--- config.mk ---
export PLATFORM = sky130hd
export DESIGN_NAME = source_byte_tokenizer_unit_flat
export DESIGN_NICKNAME = d
export VERILOG_FILES = /design/src/design/sbt_pkg.sv /design/src/design/sbt_byte_if.sv /design/src/design/sbt_token_if.sv /design/src/design/source_byte_tokenizer_unit.sv /design/src/flat_wrapper.sv
export VERILOG_INCLUDE_DIRS = /design/src /design/src/design
export SDC_FILE = /design/constraint.sdc
export NUM_CORES = 1
export LEC_CHECK = 0
export BUFFER_PORTS_ARGS = -buffer_cell sky130_fd_sc_hd__buf_2
export CORE_MARGIN = 3
export CORE_UTILIZATION = 30
export CTS_BUF_LIST = sky130_fd_sc_hd__clkbuf_16
export CTS_CLUSTER_SIZE = 28
export DETAILED_ROUTE_END_ITERATION = 6
export SYNTH_ARGS = -nofsm -noshare
export SYNTH_HDL_FRONTEND = slang
export SYNTH_SLANG_ARGS = --single-unit
--- constraint.sdc ---
create_clock -name clk -period 7.74 [get_ports clk]
set_input_delay 1.548 -clock clk [delete_from_list [all_inputs] [get_ports clk]]
set_output_delay 1.548 -clock clk [all_outputs]
set_load 0.02 [all_outputs]
--- src/design/source_byte_tokenizer_unit_defines.svh ---
// Assertion macros shared by the tokenizer RTL.
`ifndef SOURCE_BYTE_TOKENIZER_UNIT_DEFINES_SVH
`define SOURCE_BYTE_TOKENIZER_UNIT_DEFINES_SVH

`ifndef NO_ASSERTIONS
// same-cycle implication
`define SBT_ASSERT_IMP(lbl, clk, rst_n, ante, cons, msg) \
    lbl: assert property (@(posedge clk) disable iff (!rst_n) (ante) |-> (cons)) \
        else $error(msg);
// next-cycle implication
`define SBT_ASSERT_NXT(lbl, clk, rst_n, ante, cons, msg) \
    lbl: assert property (@(posedge clk) disable iff (!rst_n) (ante) |=> (cons)) \
        else $error(msg);
`else
`define SBT_ASSERT_IMP(lbl, clk, rst_n, ante, cons, msg)
`define SBT_ASSERT_NXT(lbl, clk, rst_n, ante, cons, msg)
`endif

`endif

--- src/design/sbt_pkg.sv ---
`timescale 1ns / 1ps
`default_nettype none

package sbt_pkg;

    localparam int OFFSET_BITS = 24;
    localparam int LEN_W       = (OFFSET_BITS > 24) ? OFFSET_BITS : 24;

    typedef logic [OFFSET_BITS-1:0] offset_t;

    localparam offset_t     OFF_MAX = '1;
    localparam logic [23:0] F24_MAX = '1;

    // token kinds
    localparam logic [3:0] K_ILLEGAL = 4'd0;
    localparam logic [3:0] K_EOF     = 4'd1;
    localparam logic [3:0] K_IDENT   = 4'd2;
    localparam logic [3:0] K_INT     = 4'd3;
    localparam logic [3:0] K_ASSIGN  = 4'd4;
    localparam logic [3:0] K_SEMI    = 4'd5;
    localparam logic [3:0] K_LPAREN  = 4'd6;
    localparam logic [3:0] K_RPAREN  = 4'd7;
    localparam logic [3:0] K_LBRACE  = 4'd8;
    localparam logic [3:0] K_RBRACE  = 4'd9;
    localparam logic [3:0] K_PLUS    = 4'd10;
    localparam logic [3:0] K_MINUS   = 4'd11;
    localparam logic [3:0] K_COMMA   = 4'd12;
    localparam logic [3:0] K_FN      = 4'd13;
    localparam logic [3:0] K_LET     = 4'd14;
    localparam logic [3:0] K_RETURN  = 4'd15;

    // bytes with special meaning
    localparam logic [7:0] CH_NUL    = 8'h00;
    localparam logic [7:0] CH_TAB    = 8'h09;
    localparam logic [7:0] CH_LF     = 8'h0A;
    localparam logic [7:0] CH_CR     = 8'h0D;
    localparam logic [7:0] CH_SPACE  = 8'h20;
    localparam logic [7:0] CH_LPAREN = 8'h28;
    localparam logic [7:0] CH_RPAREN = 8'h29;
    localparam logic [7:0] CH_PLUS   = 8'h2B;
    localparam logic [7:0] CH_COMMA  = 8'h2C;
    localparam logic [7:0] CH_MINUS  = 8'h2D;
    localparam logic [7:0] CH_SEMI   = 8'h3B;
    localparam logic [7:0] CH_EQUAL  = 8'h3D;
    localparam logic [7:0] CH_LBRACE = 8'h7B;
    localparam logic [7:0] CH_RBRACE = 8'h7D;

    localparam logic [7:0] ZW_BYTE0  = 8'hE2;
    localparam logic [7:0] ZW_BYTE1  = 8'h80;
    localparam logic [7:0] ZW_BYTE2  = 8'h8B;
    localparam logic [7:0] BOM_BYTE0 = 8'hEF;
    localparam logic [7:0] BOM_BYTE1 = 8'hBB;
    localparam logic [7:0] BOM_BYTE2 = 8'hBF;

    typedef enum logic [3:0] {
        M_BOM0,
        M_BOM1,
        M_BOM2,
        M_IDLE,
        M_IDENT,
        M_INT,
        M_ZW1,
        M_ZW2,
        M_DONE
    } scan_mode_t;

    typedef struct packed {
        logic [3:0]  kind;
        logic [23:0] start;
        logic [23:0] len;
        logic [23:0] line;
        logic        last;
    } token_t;

    function automatic logic is_alpha(logic [7:0] b);
        return (b inside {[8'h61:8'h7A], [8'h41:8'h5A], 8'h5F});
    endfunction

    function automatic logic is_numeric(logic [7:0] b);
        return (b inside {[8'h30:8'h39]});
    endfunction

    function automatic offset_t off_inc(offset_t v);
        return (v == OFF_MAX) ? v : v + offset_t'(1);
    endfunction

    function automatic logic [23:0] to_f24(offset_t v);
        logic [LEN_W-1:0] w;
        w = LEN_W'(v);
        return w[23:0];
    endfunction

    function automatic logic [23:0] sat_len(offset_t v);
        logic [LEN_W-1:0] w;
        w = LEN_W'(v);
        return (w > LEN_W'(F24_MAX)) ? F24_MAX : w[23:0];
    endfunction

    // keyword 0 = fn, 1 = let, 2 = return
    function automatic logic [2:0] kw_len(logic [1:0] k);
        case (k)
            2'd0:    return 3'd2;
            2'd1:    return 3'd3;
            default: return 3'd6;
        endcase
    endfunction

    function automatic logic [3:0] kw_kind(logic [1:0] k);
        case (k)
            2'd0:    return K_FN;
            2'd1:    return K_LET;
            default: return K_RETURN;
        endcase
    endfunction

    function automatic logic [7:0] kw_char(logic [1:0] k, logic [2:0] i);
        case ({k, i})
            5'b00_000: return 8'h66; // f
            5'b00_001: return 8'h6E; // n
            5'b01_000: return 8'h6C; // l
            5'b01_001: return 8'h65; // e
            5'b01_010: return 8'h74; // t
            5'b10_000: return 8'h72; // r
            5'b10_001: return 8'h65; // e
            5'b10_010: return 8'h74; // t
            5'b10_011: return 8'h75; // u
            5'b10_100: return 8'h72; // r
            5'b10_101: return 8'h6E; // n
            default:   return 8'h00;
        endcase
    endfunction

    function automatic logic [2:0] kw_narrow(logic [2:0] cand, logic [7:0] b, offset_t idx);
        logic [2:0] res;
        res = cand;
        for (int k = 0; k < 3; k++) begin
            if (idx >= offset_t'(kw_len(2'(k))) || kw_char(2'(k), idx[2:0]) != b)
            begin
                res[k] = 1'b0;
            end
        end
        return res;
    endfunction

    function automatic logic [3:0] word_kind(logic [2:0] cand, offset_t len);
        logic [3:0] kind;
        kind = K_IDENT;
        for (int k = 0; k < 3; k++) begin
            if (cand[k] && len == offset_t'(kw_len(2'(k))))
            begin
                kind = kw_kind(2'(k));
            end
        end
        return kind;
    endfunction

endpackage

`default_nettype wire

--- src/design/sbt_byte_if.sv ---
`timescale 1ns / 1ps
`default_nettype none

interface sbt_byte_if;
    logic       valid;
    logic       ready;
    logic [7:0] data_byte;
    logic       end_of_input;

    modport source (output valid, output data_byte, output end_of_input, input ready);
    modport sink   (input valid, input data_byte, input end_of_input, output ready);
endinterface

`default_nettype wire

--- src/design/sbt_token_if.sv ---
`timescale 1ns / 1ps
`default_nettype none

interface sbt_token_if;
    logic        valid;
    logic        ready;
    logic [3:0]  token_kind;
    logic [23:0] start_offset;
    logic [23:0] token_length;
    logic [23:0] line_number;
    logic        last_of_run;

    modport source (output valid, output token_kind, output start_offset,
                    output token_length, output line_number, output last_of_run,
                    input ready);
    modport sink   (input valid, input token_kind, input start_offset,
                    input token_length, input line_number, input last_of_run,
                    output ready);
endinterface

`default_nettype wire

--- src/design/source_byte_tokenizer_unit.sv ---
// Source byte tokenizer.
// bytes  : one source byte per item (data_byte, end_of_input), valid/ready.
// tokens : one token per item (kind, start offset, length, line, last_of_run).
// A byte is decoded against the scanner state in the cycle it is accepted;
// the 0..3 tokens it causes land in a three-entry result register and show
// on the tokens channel from the next cycle, one per cycle while the receiver
// is ready, with last_of_run on the final one. Throughput: one byte per
// cycle while each byte causes at most one token and the receiver is ready;
// a byte that causes several tokens holds the result register until all
// have gone out the single token output; tokenless bytes never hold it.
// A byte is taken whenever the result register is empty or its last token
// leaves in the same cycle, so a stalled receiver holds off the byte side
// as soon as any token is waiting.
// end_of_input flushes the open token, emits EOF (unless a NUL already did)
// and returns the scanner to its reset state for the next stream.
// Reset: result register empty, offset 0, line 1, BOM check armed.
`timescale 1ns / 1ps
`default_nettype none
`include "source_byte_tokenizer_unit_defines.svh"

module source_byte_tokenizer_unit
    import sbt_pkg::*;
(
    input  wire            clk,
    input  wire            rst_n,
    sbt_byte_if.sink       bytes,
    sbt_token_if.source    tokens
);

    offset_t     offset_reg,  offset_next;
    logic [23:0] line_reg,    line_next;
    scan_mode_t  mode_reg,    mode_next;
    offset_t     start_reg,   start_next;
    logic [2:0]  kwc_reg,     kwc_next;
    offset_t     held_reg,    held_next;

    token_t      slot_reg [3];
    token_t      slot_next [3];
    logic [1:0]  pend_reg,    pend_next;

    logic        acc;
    logic        pop;
    logic [7:0]  b;
    offset_t     off;

    // decode of a byte seen fresh
    logic        f_emit;
    logic [3:0]  f_kind;
    scan_mode_t  f_mode;
    logic        f_line_inc;
    logic        f_start_set;
    logic        f_held_set;

    logic        use_fresh;
    logic [1:0]  pre_n;
    token_t      pre0, pre1, f_tok;
    token_t      new_tok [3];
    logic [1:0]  new_n;

    assign acc = bytes.valid && bytes.ready;
    assign pop = tokens.valid && tokens.ready;
    assign b   = bytes.end_of_input ? CH_NUL : bytes.data_byte;
    assign off = offset_reg;

    assign bytes.ready         = (pend_reg == 2'd0) || (pend_reg == 2'd1 && tokens.ready);
    assign tokens.valid        = (pend_reg != 2'd0);
    assign tokens.token_kind   = slot_reg[0].kind;
    assign tokens.start_offset = slot_reg[0].start;
    assign tokens.token_length = slot_reg[0].len;
    assign tokens.line_number  = slot_reg[0].line;
    assign tokens.last_of_run  = slot_reg[0].last;

    always_comb
    begin
        f_emit      = 1'b0;
        f_kind      = K_ILLEGAL;
        f_mode      = M_IDLE;
        f_line_inc  = 1'b0;
        f_start_set = 1'b0;
        f_held_set  = 1'b0;
        case (b)
            CH_NUL:
            begin
                f_emit = 1'b1;
                f_kind = K_EOF;
                f_mode = M_DONE;
            end
            CH_SPACE, CH_TAB, CH_CR: ;
            CH_LF:     f_line_inc = 1'b1;
            ZW_BYTE0:
            begin
                f_mode     = M_ZW1;
                f_held_set = 1'b1;
            end
            CH_EQUAL:  begin f_emit = 1'b1; f_kind = K_ASSIGN; end
            CH_SEMI:   begin f_emit = 1'b1; f_kind = K_SEMI;   end
            CH_LPAREN: begin f_emit = 1'b1; f_kind = K_LPAREN; end
            CH_RPAREN: begin f_emit = 1'b1; f_kind = K_RPAREN; end
            CH_LBRACE: begin f_emit = 1'b1; f_kind = K_LBRACE; end
            CH_RBRACE: begin f_emit = 1'b1; f_kind = K_RBRACE; end
            CH_PLUS:   begin f_emit = 1'b1; f_kind = K_PLUS;   end
            CH_MINUS:  begin f_emit = 1'b1; f_kind = K_MINUS;  end
            CH_COMMA:  begin f_emit = 1'b1; f_kind = K_COMMA;  end
            default:
            begin
                if (is_alpha(b))
                begin
                    f_mode      = M_IDENT;
                    f_start_set = 1'b1;
                end
                else if (is_numeric(b))
                begin
                    f_mode      = M_INT;
                    f_start_set = 1'b1;
                end
                else
                begin
                    f_emit = 1'b1;
                end
            end
        endcase
        f_tok.kind  = f_kind;
        f_tok.start = to_f24(off);
        f_tok.len   = (f_kind == K_EOF) ? 24'd0 : 24'd1;
        f_tok.line  = line_reg;
        f_tok.last  = 1'b0;
    end

    always_comb
    begin
        mode_next  = mode_reg;
        line_next  = line_reg;
        start_next = start_reg;
        kwc_next   = kwc_reg;
        held_next  = held_reg;
        use_fresh  = 1'b0;
        pre_n      = 2'd0;

        pre0.kind  = K_ILLEGAL;
        pre0.start = to_f24(held_reg);
        pre0.len   = 24'd1;
        pre0.line  = line_reg;
        pre0.last  = 1'b0;
        pre1.kind  = K_ILLEGAL;
        pre1.start = to_f24(off_inc(held_reg));
        pre1.len   = 24'd1;
        pre1.line  = line_reg;
        pre1.last  = 1'b0;

        case (mode_reg)
            M_BOM0:
            begin
                if (b == BOM_BYTE0)
                begin
                    mode_next = M_BOM1;
                    held_next = off;
                end
                else
                begin
                    use_fresh = 1'b1;
                end
            end
            M_BOM1, M_ZW1:
            begin
                if (mode_reg == M_BOM1 && b == BOM_BYTE1)
                    mode_next = M_BOM2;
                else if (mode_reg == M_ZW1 && b == ZW_BYTE1)
                    mode_next = M_ZW2;
                else
                begin
                    pre_n     = 2'd1;
                    use_fresh = 1'b1;
                end
            end
            M_BOM2, M_ZW2:
            begin
                if ((mode_reg == M_BOM2 && b == BOM_BYTE2)
                    || (mode_reg == M_ZW2 && b == ZW_BYTE2))
                    mode_next = M_IDLE;
                else
                begin
                    pre_n     = 2'd2;
                    use_fresh = 1'b1;
                end
            end
            M_IDENT:
            begin
                if (is_alpha(b) || is_numeric(b))
                    kwc_next = kw_narrow(kwc_reg, b, off - start_reg);
                else
                begin
                    pre_n      = 2'd1;
                    pre0.kind  = word_kind(kwc_reg, off - start_reg);
                    pre0.start = to_f24(start_reg);
                    pre0.len   = sat_len(off - start_reg);
                    use_fresh  = 1'b1;
                end
            end
            M_INT:
            begin
                if (!is_numeric(b))
                begin
                    pre_n      = 2'd1;
                    pre0.kind  = K_INT;
                    pre0.start = to_f24(start_reg);
                    pre0.len   = sat_len(off - start_reg);
                    use_fresh  = 1'b1;
                end
            end
            M_DONE: ;
            default: use_fresh = 1'b1;
        endcase

        if (use_fresh)
        begin
            mode_next = f_mode;
            if (f_line_inc && line_reg != F24_MAX)
                line_next = line_reg + 24'd1;
            if (f_start_set)
            begin
                start_next = off;
                kwc_next   = kw_narrow(3'b111, b, '0);
            end
            if (f_held_set)
                held_next = off;
        end

        // pack prefix tokens, then the fresh token
        new_n      = pre_n + {1'b0, use_fresh && f_emit};
        new_tok[0] = (pre_n != 2'd0) ? pre0 : f_tok;
        new_tok[1] = (pre_n == 2'd2) ? pre1 : f_tok;
        new_tok[2] = f_tok;
        new_tok[0].last = (new_n == 2'd1);
        new_tok[1].last = (new_n == 2'd2);
        new_tok[2].last = (new_n == 2'd3);
    end

    always_comb
    begin
        slot_next = slot_reg;
        pend_next = pend_reg;
        if (acc)
        begin
            slot_next = new_tok;
            pend_next = new_n;
        end
        else if (pop)
        begin
            slot_next[0] = slot_reg[1];
            slot_next[1] = slot_reg[2];
            pend_next    = pend_reg - 2'd1;
        end
    end

    always_ff @(posedge clk or negedge rst_n)
    begin
        if (!rst_n)
        begin
            offset_reg <= '0;
            line_reg   <= 24'd1;
            mode_reg   <= M_BOM0;
            start_reg  <= '0;
            kwc_reg    <= 3'b111;
            held_reg   <= '0;
            pend_reg   <= 2'd0;
        end
        else
        begin
            pend_reg <= pend_next;
            if (acc)
            begin
                if (bytes.end_of_input)
                begin
                    offset_reg <= '0;
                    line_reg   <= 24'd1;
                    mode_reg   <= M_BOM0;
                    start_reg  <= '0;
                    kwc_reg    <= 3'b111;
                    held_reg   <= '0;
                end
                else
                begin
                    offset_reg <= off_inc(offset_reg);
                    line_reg   <= line_next;
                    mode_reg   <= mode_next;
                    start_reg  <= start_next;
                    kwc_reg    <= kwc_next;
                    held_reg   <= held_next;
                end
            end
        end
    end

    always_ff @(posedge clk)
    begin
        slot_reg <= slot_next;
    end

    `SBT_ASSERT_IMP(a_eof_last, clk, rst_n, tokens.valid && tokens.token_kind == K_EOF, tokens.token_length == 24'd0 && tokens.last_of_run, "EOF token must be last with zero length")
    `SBT_ASSERT_IMP(a_tail_last, clk, rst_n, pend_reg == 2'd1, slot_reg[0].last, "final pending token lacks last_of_run")
    `SBT_ASSERT_IMP(a_line_nonzero, clk, rst_n, tokens.valid, tokens.line_number != 24'd0, "line number is zero")
    `SBT_ASSERT_NXT(a_eoi_reset, clk, rst_n, acc && bytes.end_of_input, mode_reg == M_BOM0 && line_reg == 24'd1 && offset_reg == '0, "end of input did not reset scanner")

endmodule

`default_nettype wire

--- src/flat_wrapper.sv ---
// flat-port wrapper written by rule: the top's interface ports become plain ports
module source_byte_tokenizer_unit_flat import sbt_pkg::*;
  (clk, rst_n, bytes_valid, bytes_data_byte, bytes_end_of_input, bytes_ready, tokens_valid, tokens_token_kind, tokens_start_offset, tokens_token_length, tokens_line_number, tokens_last_of_run, tokens_ready);
  sbt_byte_if bytes_i ();
  sbt_token_if tokens_i ();
  input  wire clk;
  input  wire rst_n;
  input wire logic [$bits(bytes_i.valid)-1:0] bytes_valid;
  input wire logic [$bits(bytes_i.data_byte)-1:0] bytes_data_byte;
  input wire logic [$bits(bytes_i.end_of_input)-1:0] bytes_end_of_input;
  output wire logic [$bits(bytes_i.ready)-1:0] bytes_ready;
  output wire logic [$bits(tokens_i.valid)-1:0] tokens_valid;
  output wire logic [$bits(tokens_i.token_kind)-1:0] tokens_token_kind;
  output wire logic [$bits(tokens_i.start_offset)-1:0] tokens_start_offset;
  output wire logic [$bits(tokens_i.token_length)-1:0] tokens_token_length;
  output wire logic [$bits(tokens_i.line_number)-1:0] tokens_line_number;
  output wire logic [$bits(tokens_i.last_of_run)-1:0] tokens_last_of_run;
  input wire logic [$bits(tokens_i.ready)-1:0] tokens_ready;
  assign bytes_i.valid = bytes_valid;
  assign bytes_i.data_byte = bytes_data_byte;
  assign bytes_i.end_of_input = bytes_end_of_input;
  assign bytes_ready = bytes_i.ready;
  assign tokens_valid = tokens_i.valid;
  assign tokens_token_kind = tokens_i.token_kind;
  assign tokens_start_offset = tokens_i.start_offset;
  assign tokens_token_length = tokens_i.token_length;
  assign tokens_line_number = tokens_i.line_number;
  assign tokens_last_of_run = tokens_i.last_of_run;
  assign tokens_i.ready = tokens_ready;
  source_byte_tokenizer_unit u_core (.clk(clk), .rst_n(rst_n), .bytes(bytes_i), .tokens(tokens_i));
endmodule
==> flow_metrics.env, run 1 <==
export IMPL_cts_sinks=290
export IMPL_worstPathArrival_ns=4.88
export IMPL_synth_most_common_cell="nand2_1"
export IMPL_worstSetupEndpointType="register"
export IMPL_grt_pass1_wl_mm=62.8
export IMPL_period_needed_ns=4.56
export IMPL_cp_top_family="compound AO/OA/AOI/OAI gates"
export IMPL_synth_cells=1616
export IMPL_synth_top_area_share=0.347
export IMPL_cts_setup_buffers=0
export IMPL_crit_fanout=9
export IMPL_cts_hold_buf=0
export IMPL_gp_congestion=0.905
export IMPL_num_antenna_cells=0
export IMPL_clkTransAtPathRegs_ns=0.06
export IMPL_core_area_um2=52000
export IMPL_ys_warn_count=0
export IMPL_r2r_setup_slack_ns=3.18
export IMPL_io_pins=92
export IMPL_max_stage_delay_ns=0.55
export IMPL_cts_made_buffers=31
export IMPL_ys_ff_latch=290
export IMPL_slew_viol_final=0
export IMPL_track_usage=0.135
export IMPL_first_global_vias=11100
export IMPL_worstRegToRegCells=12
export IMPL_synth_fp_nets=1659
export IMPL_overflow=0
export IMPL_async_reset_ff_frac=0.362
export IMPL_dieArea_um2=56100
export IMPL_hold_path_class="reg -> reg"
export IMPL_slew_headroom=0.256
export IMPL_final_area_um2=17500
export IMPL_synth_adder_area_share=0.0239
export IMPL_skew_ns=0.0185
export IMPL_avgSynthCellArea_um2=9.90
export IMPL_rsz0062_at_grt="no"
export IMPL_cp_num_buf_inv=2
export IMPL_cts_buffer_depth=3
export IMPL_hold_viol=0
export IMPL_worstPathRequired_ns=8.06
export IMPL_synth_mux_area_frac=0.0222
export IMPL_whs_path_depth=2
export IMPL_path_cells="inv_1 > ha_1 > inv_1 > fa_1 > a21oi_1 > o221ai_1 > a221oi_1 > xor2_1 > o2111ai_1 > nor4b_1 > nand4_1 > o21ai_0"
export IMPL_htreeDepth=1
export IMPL_power_density_nw_per_um2=349
export IMPL_placed_area_um2=16400
export IMPL_clockRootBuffer="clkbuf_16"
export IMPL_drt_iter0_markers=896
export IMPL_tritoncts="yes"
export IMPL_die_h_um=237
export IMPL_largest_register_ffs=108
export IMPL_synth_common_cells="246 x nand2_1, 185 x edfxtp_1, 135 x nor2_1"
export IMPL_route_detailed_drc=0
export IMPL_hpwl_mm=27.1
export IMPL_status="finished, final reports clean"
export IMPL_ant_nets=0
export IMPL_critPathLaunchType="register"
export IMPL_r2r_end="u_core.tokens.token_kind[2]"
export IMPL_grt_max_degree=136
export IMPL_antenna_found_initial=0
export IMPL_clk_latency_ns=0.57
export IMPL_synth_top_flop_cell="edfxtp_1"
export IMPL_path_class="reg -> reg"
export IMPL_area_growth_pct=9.13
export IMPL_initial_core_util=0.307
export IMPL_drive_gt1_frac=0.116
export IMPL_synth_compound_area_frac=0.144
export IMPL_synth_simple_area_share=0.181
export IMPL_drv_cap=0
export IMPL_via_per_inst=5.04
export IMPL_synth_top_area_cell="edfxtp_1"
export IMPL_routed_wl_mm=38.8
export IMPL_tightest_slew_ns=1.12
export IMPL_synth_xor_area_frac=0.0416
export IMPL_power_leakage_nw=6.97
export IMPL_ir_worst_vdd_mv=0.192
export IMPL_synth_top_family_by_area="simple AND/OR/NAND/NOR gates"
export IMPL_min_to="u_core.slot_reg[98]"
export IMPL_r2r_start="u_core.off[0]"
export IMPL_cpMostUsedCell="inv_1"
export IMPL_die_x_um=237
export IMPL_synth_area_leaders="edfxtp_1 35%, dfrtp_1 16%, nand2_1 5.8%"
export IMPL_cts_resized_gates=0
export IMPL_setup_violations_final=0
export IMPL_wl_per_cell_um=17.0
export IMPL_syn_area_um2=16000
export IMPL_finalNetCount=1619
export IMPL_slowest_stage="a221oi_1"
export IMPL_seq_area_frac_synth=0.512
export IMPL_dr_pass1_iters=5
export IMPL_hp_start="u_core.slot_reg[21]"
export IMPL_port_buffers=91
export IMPL_setup_tns_ns=0
export IMPL_synth_edf_count=185
export IMPL_ys_types=78
export IMPL_fmax_mhz=219
export IMPL_num_vias=11500
export IMPL_period_share=0.589
export IMPL_rows=83
-- layout make-up --
class	instances	area, um2
clock buffers	33	826
clock inverters	24	228
fillers	5249	34600
inverters	54	205
multi-input cells	1099	6630
flip-flops and latches	290	8190
well taps	680	851
repair buffers	100	526
-- worst max-delay path by stage --
stage / start / endpoint / slack, ns / depth (start not counted)
after floorplan: tokens_ready / u_core.slot_reg[130] / 3.12 / 6
after global placement: bytes_end_of_input / u_core.line_reg[23] / 2.70 / 10
after detailed placement: bytes_end_of_input / u_core.line_reg[9] / 2.62 / 10
after CTS: u_core.off[0] / u_core.tokens.token_kind[2] / 3.15 / 12
after global routing: u_core.off[0] / u_core.tokens.token_kind[2] / 2.77 / 12
final: u_core.off[0] / u_core.tokens.token_kind[2] / 3.18 / 12
-- cell usage in the layout (no fill, tap or decap), types with 11 or more instances in the layout --
cell type and count:
o21ai_0 99, and4_1 13, nor2_1 134, mux2i_1 31, nand3_1 35, or3_1 21, a22o_1 52, inv_1 57
xor2_1 29, ha_1 29, buf_2 90, dfrtp_1 101, nand2_1 245, xnor2_1 47, clkbuf_16 33, a31oi_1 11
edfxtp_1 185, nand4_1 23, nor3_1 31, nor4_1 26, and3_1 27, nor2b_1 15, a21oi_1 88
-- report_power, final --
group	total, mW	internal (mW)	switching, mW	leakage (nW)
sequential	2.40	2.22	0.182	3.22
combinational	2.16	0.681	1.48	3.21
clock	1.54	0.904	0.635	0.535
total	6.10	3.80	2.29	6.97
-- routing by layer --
| layer | up-vias | track usage | part of all wire |
|---|---|---|---|
| met5 | - | 0 | 0 |
| met4 | 0 | 0.0317 | 0.019 |
| met3 | 48 | 0.0177 | 0.043 |
| met1 | 5504 | 0.205 | 0.51 |
| li1 | 5666 | - | - |
| met2 | 273 | 0.203 | 0.43 |
-- logic make-up (layout without fill, tap and decap cells) --
logic type	count (synthesis)	in the layout
AO/OA/AOI/OAI	349	349
XOR/XNOR	76	76
adder cells (fa/ha/maj)	30	30
buffers and inverters	227	211
flip-flops	290	290
multiplexers	35	35
AND/OR/NAND/NOR	609	609
-- worst min-delay path, cell delays in order, from the launching register on --
cell and delay (ns):
edfxtp_1 0.32, nand2_1 0.04, nand2_1 0.05
-- per-stage QoR --
stage / setup WS (ns) / utilization / std cells / power (mW) / hold WS (ns)
after floorplan: 3.12 / - / 1616 / 4.16 / 0.423
after global placement: 2.70 / 0.315 / 2223 / 4.57 / 0.494
after detailed placement: 2.62 / 0.315 / 2223 / 4.60 / 0.502
after CTS: 3.15 / 0.335 / 2280 / 6.16 / 0.518
after global routing: 2.77 / 0.335 / 2280 / 6.50 / 0.529
final: 3.18 / 0.335 / 2280 / 6.10 / 0.516
Power figures use the tool's default switching activity.
==> run 2: changes to the inputs <==
--- a/config.mk
+++ b/config.mk
@@ -6,6 +6,7 @@
 export SDC_FILE = /design/constraint.sdc
 export NUM_CORES = 1
 export LEC_CHECK = 0
+export ABC_AREA = 1
 export BUFFER_PORTS_ARGS = -buffer_cell sky130_fd_sc_hd__buf_2
 export CORE_MARGIN = 3
 export CORE_UTILIZATION = 30
==> constraint.sdc (replaced) <==
create_clock -name clk -period 4.6 [get_ports clk]
set_input_delay 0.92 -clock clk [delete_from_list [all_inputs] [get_ports clk]]
set_output_delay 0.92 -clock clk [all_outputs]
set_load 0.02 [all_outputs]
==> run 2 against run 1 <==
Net effect:
- via count up 33%
- combinational power rose to 3.0 times the previous value
- synthesized cell count up 35%
- largest cell class unchanged
- clock skew up 0.0072 ns
- sequential power up 96%
- first-iteration DRC count up 58%
- critical endpoint is now u_core.tokens.token_kind[1]
- non-clock buffer count up 18
==> flow_metrics.env, run 2 <==
export IMPL_slew_headroom=0.294
export IMPL_avgSynthCellArea_um2=8.01
export IMPL_critPathLaunchType="register"
export IMPL_cts_sinks=290
export IMPL_slew_viol_final=0
export IMPL_synth_edf_count=185
export IMPL_layout_commonest_cell="nand2_1"
export IMPL_worstPathRequired_ns=4.90
export IMPL_die_h_um=248
export IMPL_fin_ws_ns=0.891
export IMPL_via_per_inst=5.17
export IMPL_stdcell_count=2964
export IMPL_setup_violations_final=0
export IMPL_period_needed_ns=3.71
export IMPL_route_detailed_drc=0
export IMPL_p_seq_frac=0.339
export IMPL_die_x_um=248
export IMPL_async_reset_ff_frac=0.362
export IMPL_area_growth_pct=10.4
export IMPL_drv_cap=0
export IMPL_clockRootBuffer="clkbuf_16"
export IMPL_seq_area_frac_synth=0.467
export IMPL_gp_congestion=0.911
export IMPL_hold_viol=0
export IMPL_synth_area_leaders="edfxtp_1 32%, dfrtp_1 14%, nand2_1 13%"
export IMPL_cts_setup_buffers=0
export IMPL_skew_ns=0.0257
export IMPL_ir_worst_vdd_mv=0.532
export IMPL_setup_tns_ns=0
export IMPL_drt_iter0_markers=1419
export IMPL_routed_wl_mm=54.6
export IMPL_grt_pass1_wl_mm=84.9
export IMPL_htreeDepth=2
export IMPL_ys_ff_latch=290
export IMPL_synth_top_flop_cell="edfxtp_1"
export IMPL_finalNetCount=2223
export IMPL_pwr_share_comb=0.465
export IMPL_layout_common_cells="619 x nand2_1, 222 x inv_1, 185 x edfxtp_1"
export IMPL_num_antenna_cells=0
export IMPL_clkTransAtPathRegs_ns=0.06
export IMPL_synth_most_common_cell="nand2_1"
export IMPL_worstPathArrival_ns=4.01
export IMPL_synth_top_area_share=0.317
export IMPL_cts_made_buffers=36
export IMPL_status="finished, final reports clean"
export IMPL_clk_latency_ns=0.56
export IMPL_worstSetupEndpointType="register"
export IMPL_fmax_mhz=270
export IMPL_crit_fanout=7
export IMPL_dr_pass1_iters=7
export IMPL_grt_max_degree=74
export IMPL_port_buffers=91
export IMPL_swShare=0.462
export IMPL_largest_register_ffs=108
export IMPL_cts_resized_gates=0
export IMPL_rsz0062_at_grt="no"
export IMPL_hold_path_class="in -> async"
export IMPL_synth_cells=2188
export IMPL_track_usage=0.177
export IMPL_io_pins=92
export IMPL_power_density_nw_per_um2=719
export IMPL_wl_per_cell_um=18.4
export IMPL_rows=87
export IMPL_ant_nets=0
export IMPL_antenna_found_initial=1
export IMPL_overflow=0
export IMPL_place_ws_ns=0.864
export IMPL_power_switching_mw=6.43
export IMPL_path_class="reg -> reg"
export IMPL_initial_core_util=0.307
export IMPL_drive_gt1_frac=0.109
export IMPL_tightest_slew_ns=1.06
export IMPL_core_area_um2=57000
export IMPL_period_share=0.806
export IMPL_ys_warn_count=0
export IMPL_syn_area_um2=17500
export IMPL_num_vias=15300
export IMPL_ys_types=54
export IMPL_first_global_vias=14400
export IMPL_synth_top_area_cell="edfxtp_1"
export IMPL_dp_cells=2898
export IMPL_finalPower_mw=13.9
export IMPL_synth_common_cells="621 x nand2_1, 212 x inv_1, 185 x edfxtp_1"
export IMPL_internal_power_mw=7.47
export IMPL_tritoncts="yes"
export IMPL_cts_buffer_depth=3
export IMPL_hpwl_mm=38.9
export IMPL_clock_power_share=0.196
export IMPL_dieArea_um2=61400
export IMPL_worstRegToRegCells=18
export IMPL_cts_hold_buf=0
export IMPL_power_leakage_nw=8.39
export IMPL_synth_fp_nets=2231
[run 2: cell type report]
type	instances	area (um2)
clock buffer	39	976
fill	6027	37700
inverter	228	861
tap	756	946
clock inverter	27	159
multi-input combinational	1506	7530
sequential	290	8190
timing repair buffer	118	686
[run 2: routing by layer]
layer | GRT usage | wire length (um) | vias to the layer above
met1 | 0.247 | 24200 | 7314
met5 | 0 | 0 | -
met4 | 0.0621 | 1750 | 0
met3 | 0.0275 | 4070 | 105
li1 | - | - | 7268
met2 | 0.280 | 24600 | 643
[run 2: worst max-delay path, stage by stage, from the launching register on]
cell     delay (ns)
dfrtp_1        0.48
inv_1          0.21
ha_1           0.19
inv_1          0.08
fa_1           0.43
nand3_1        0.14
nand3_1        0.19
nand2_1        0.16
nand2_1        0.11
nand3_1        0.11
nand2_1        0.06
nand2_1        0.08
nand2_1        0.05
nor2_1         0.10
nand3_1        0.08
nor2_1         0.55
nand3_1        0.18
o21ai_0        0.21
nand2_1        0.06
[run 2: logic make-up after synthesis]
group / after synthesis / share of synthesized area
fa+ha+maj: 30 / 0.0218
xor+xnor: 50 / 0.0250
buf+inv: 392 / 0.105
flops: 290 / 0.467
simple gates: 1050 / 0.252
compound gates: 376 / 0.130
[run 2: power groups by stage]
stage | Clock, mW | Combinational, mW | Sequential [mW]
floorplan | 0 | 4.92 | 4.51
global placement | 0 | 6.35 | 4.72
detailed placement | 0 | 6.41 | 4.76
CTS | 2.80 | 6.44 | 4.72
global route | 2.90 | 7.20 | 4.81
finish | 2.73 | 6.46 | 4.71
[run 2: path summary, 6_finish.rpt]
path | to | slack, ns | from
max in group asynchronous | u_core.line_reg[0] | 3.28 | rst_n
setup reg to reg | u_core.tokens.token_kind[1] | 0.89 | u_core.off[0]
setup / recovery | u_core.tokens.token_kind[1] | 0.89 | u_core.off[0]
min in group clk | u_core.slot_reg[141] | 0.51 | u_core.slot_reg[64]
hold / removal | u_core.start_reg[1] | 0.50 | rst_n
hold reg to reg | u_core.slot_reg[141] | 0.51 | u_core.slot_reg[64]
[run 2: through the flow]
stage | area [um2] | hold slack [ns] | utilization
final | 19300 | 0.496 | 0.339
after global routing | 19300 | 0.535 | 0.339
after CTS | 19300 | 0.505 | 0.339
after detailed placement | 18200 | 0.497 | 0.319
after global placement | 18200 | 0.493 | 0.319
after floorplan | 17500 | 0.423 | -
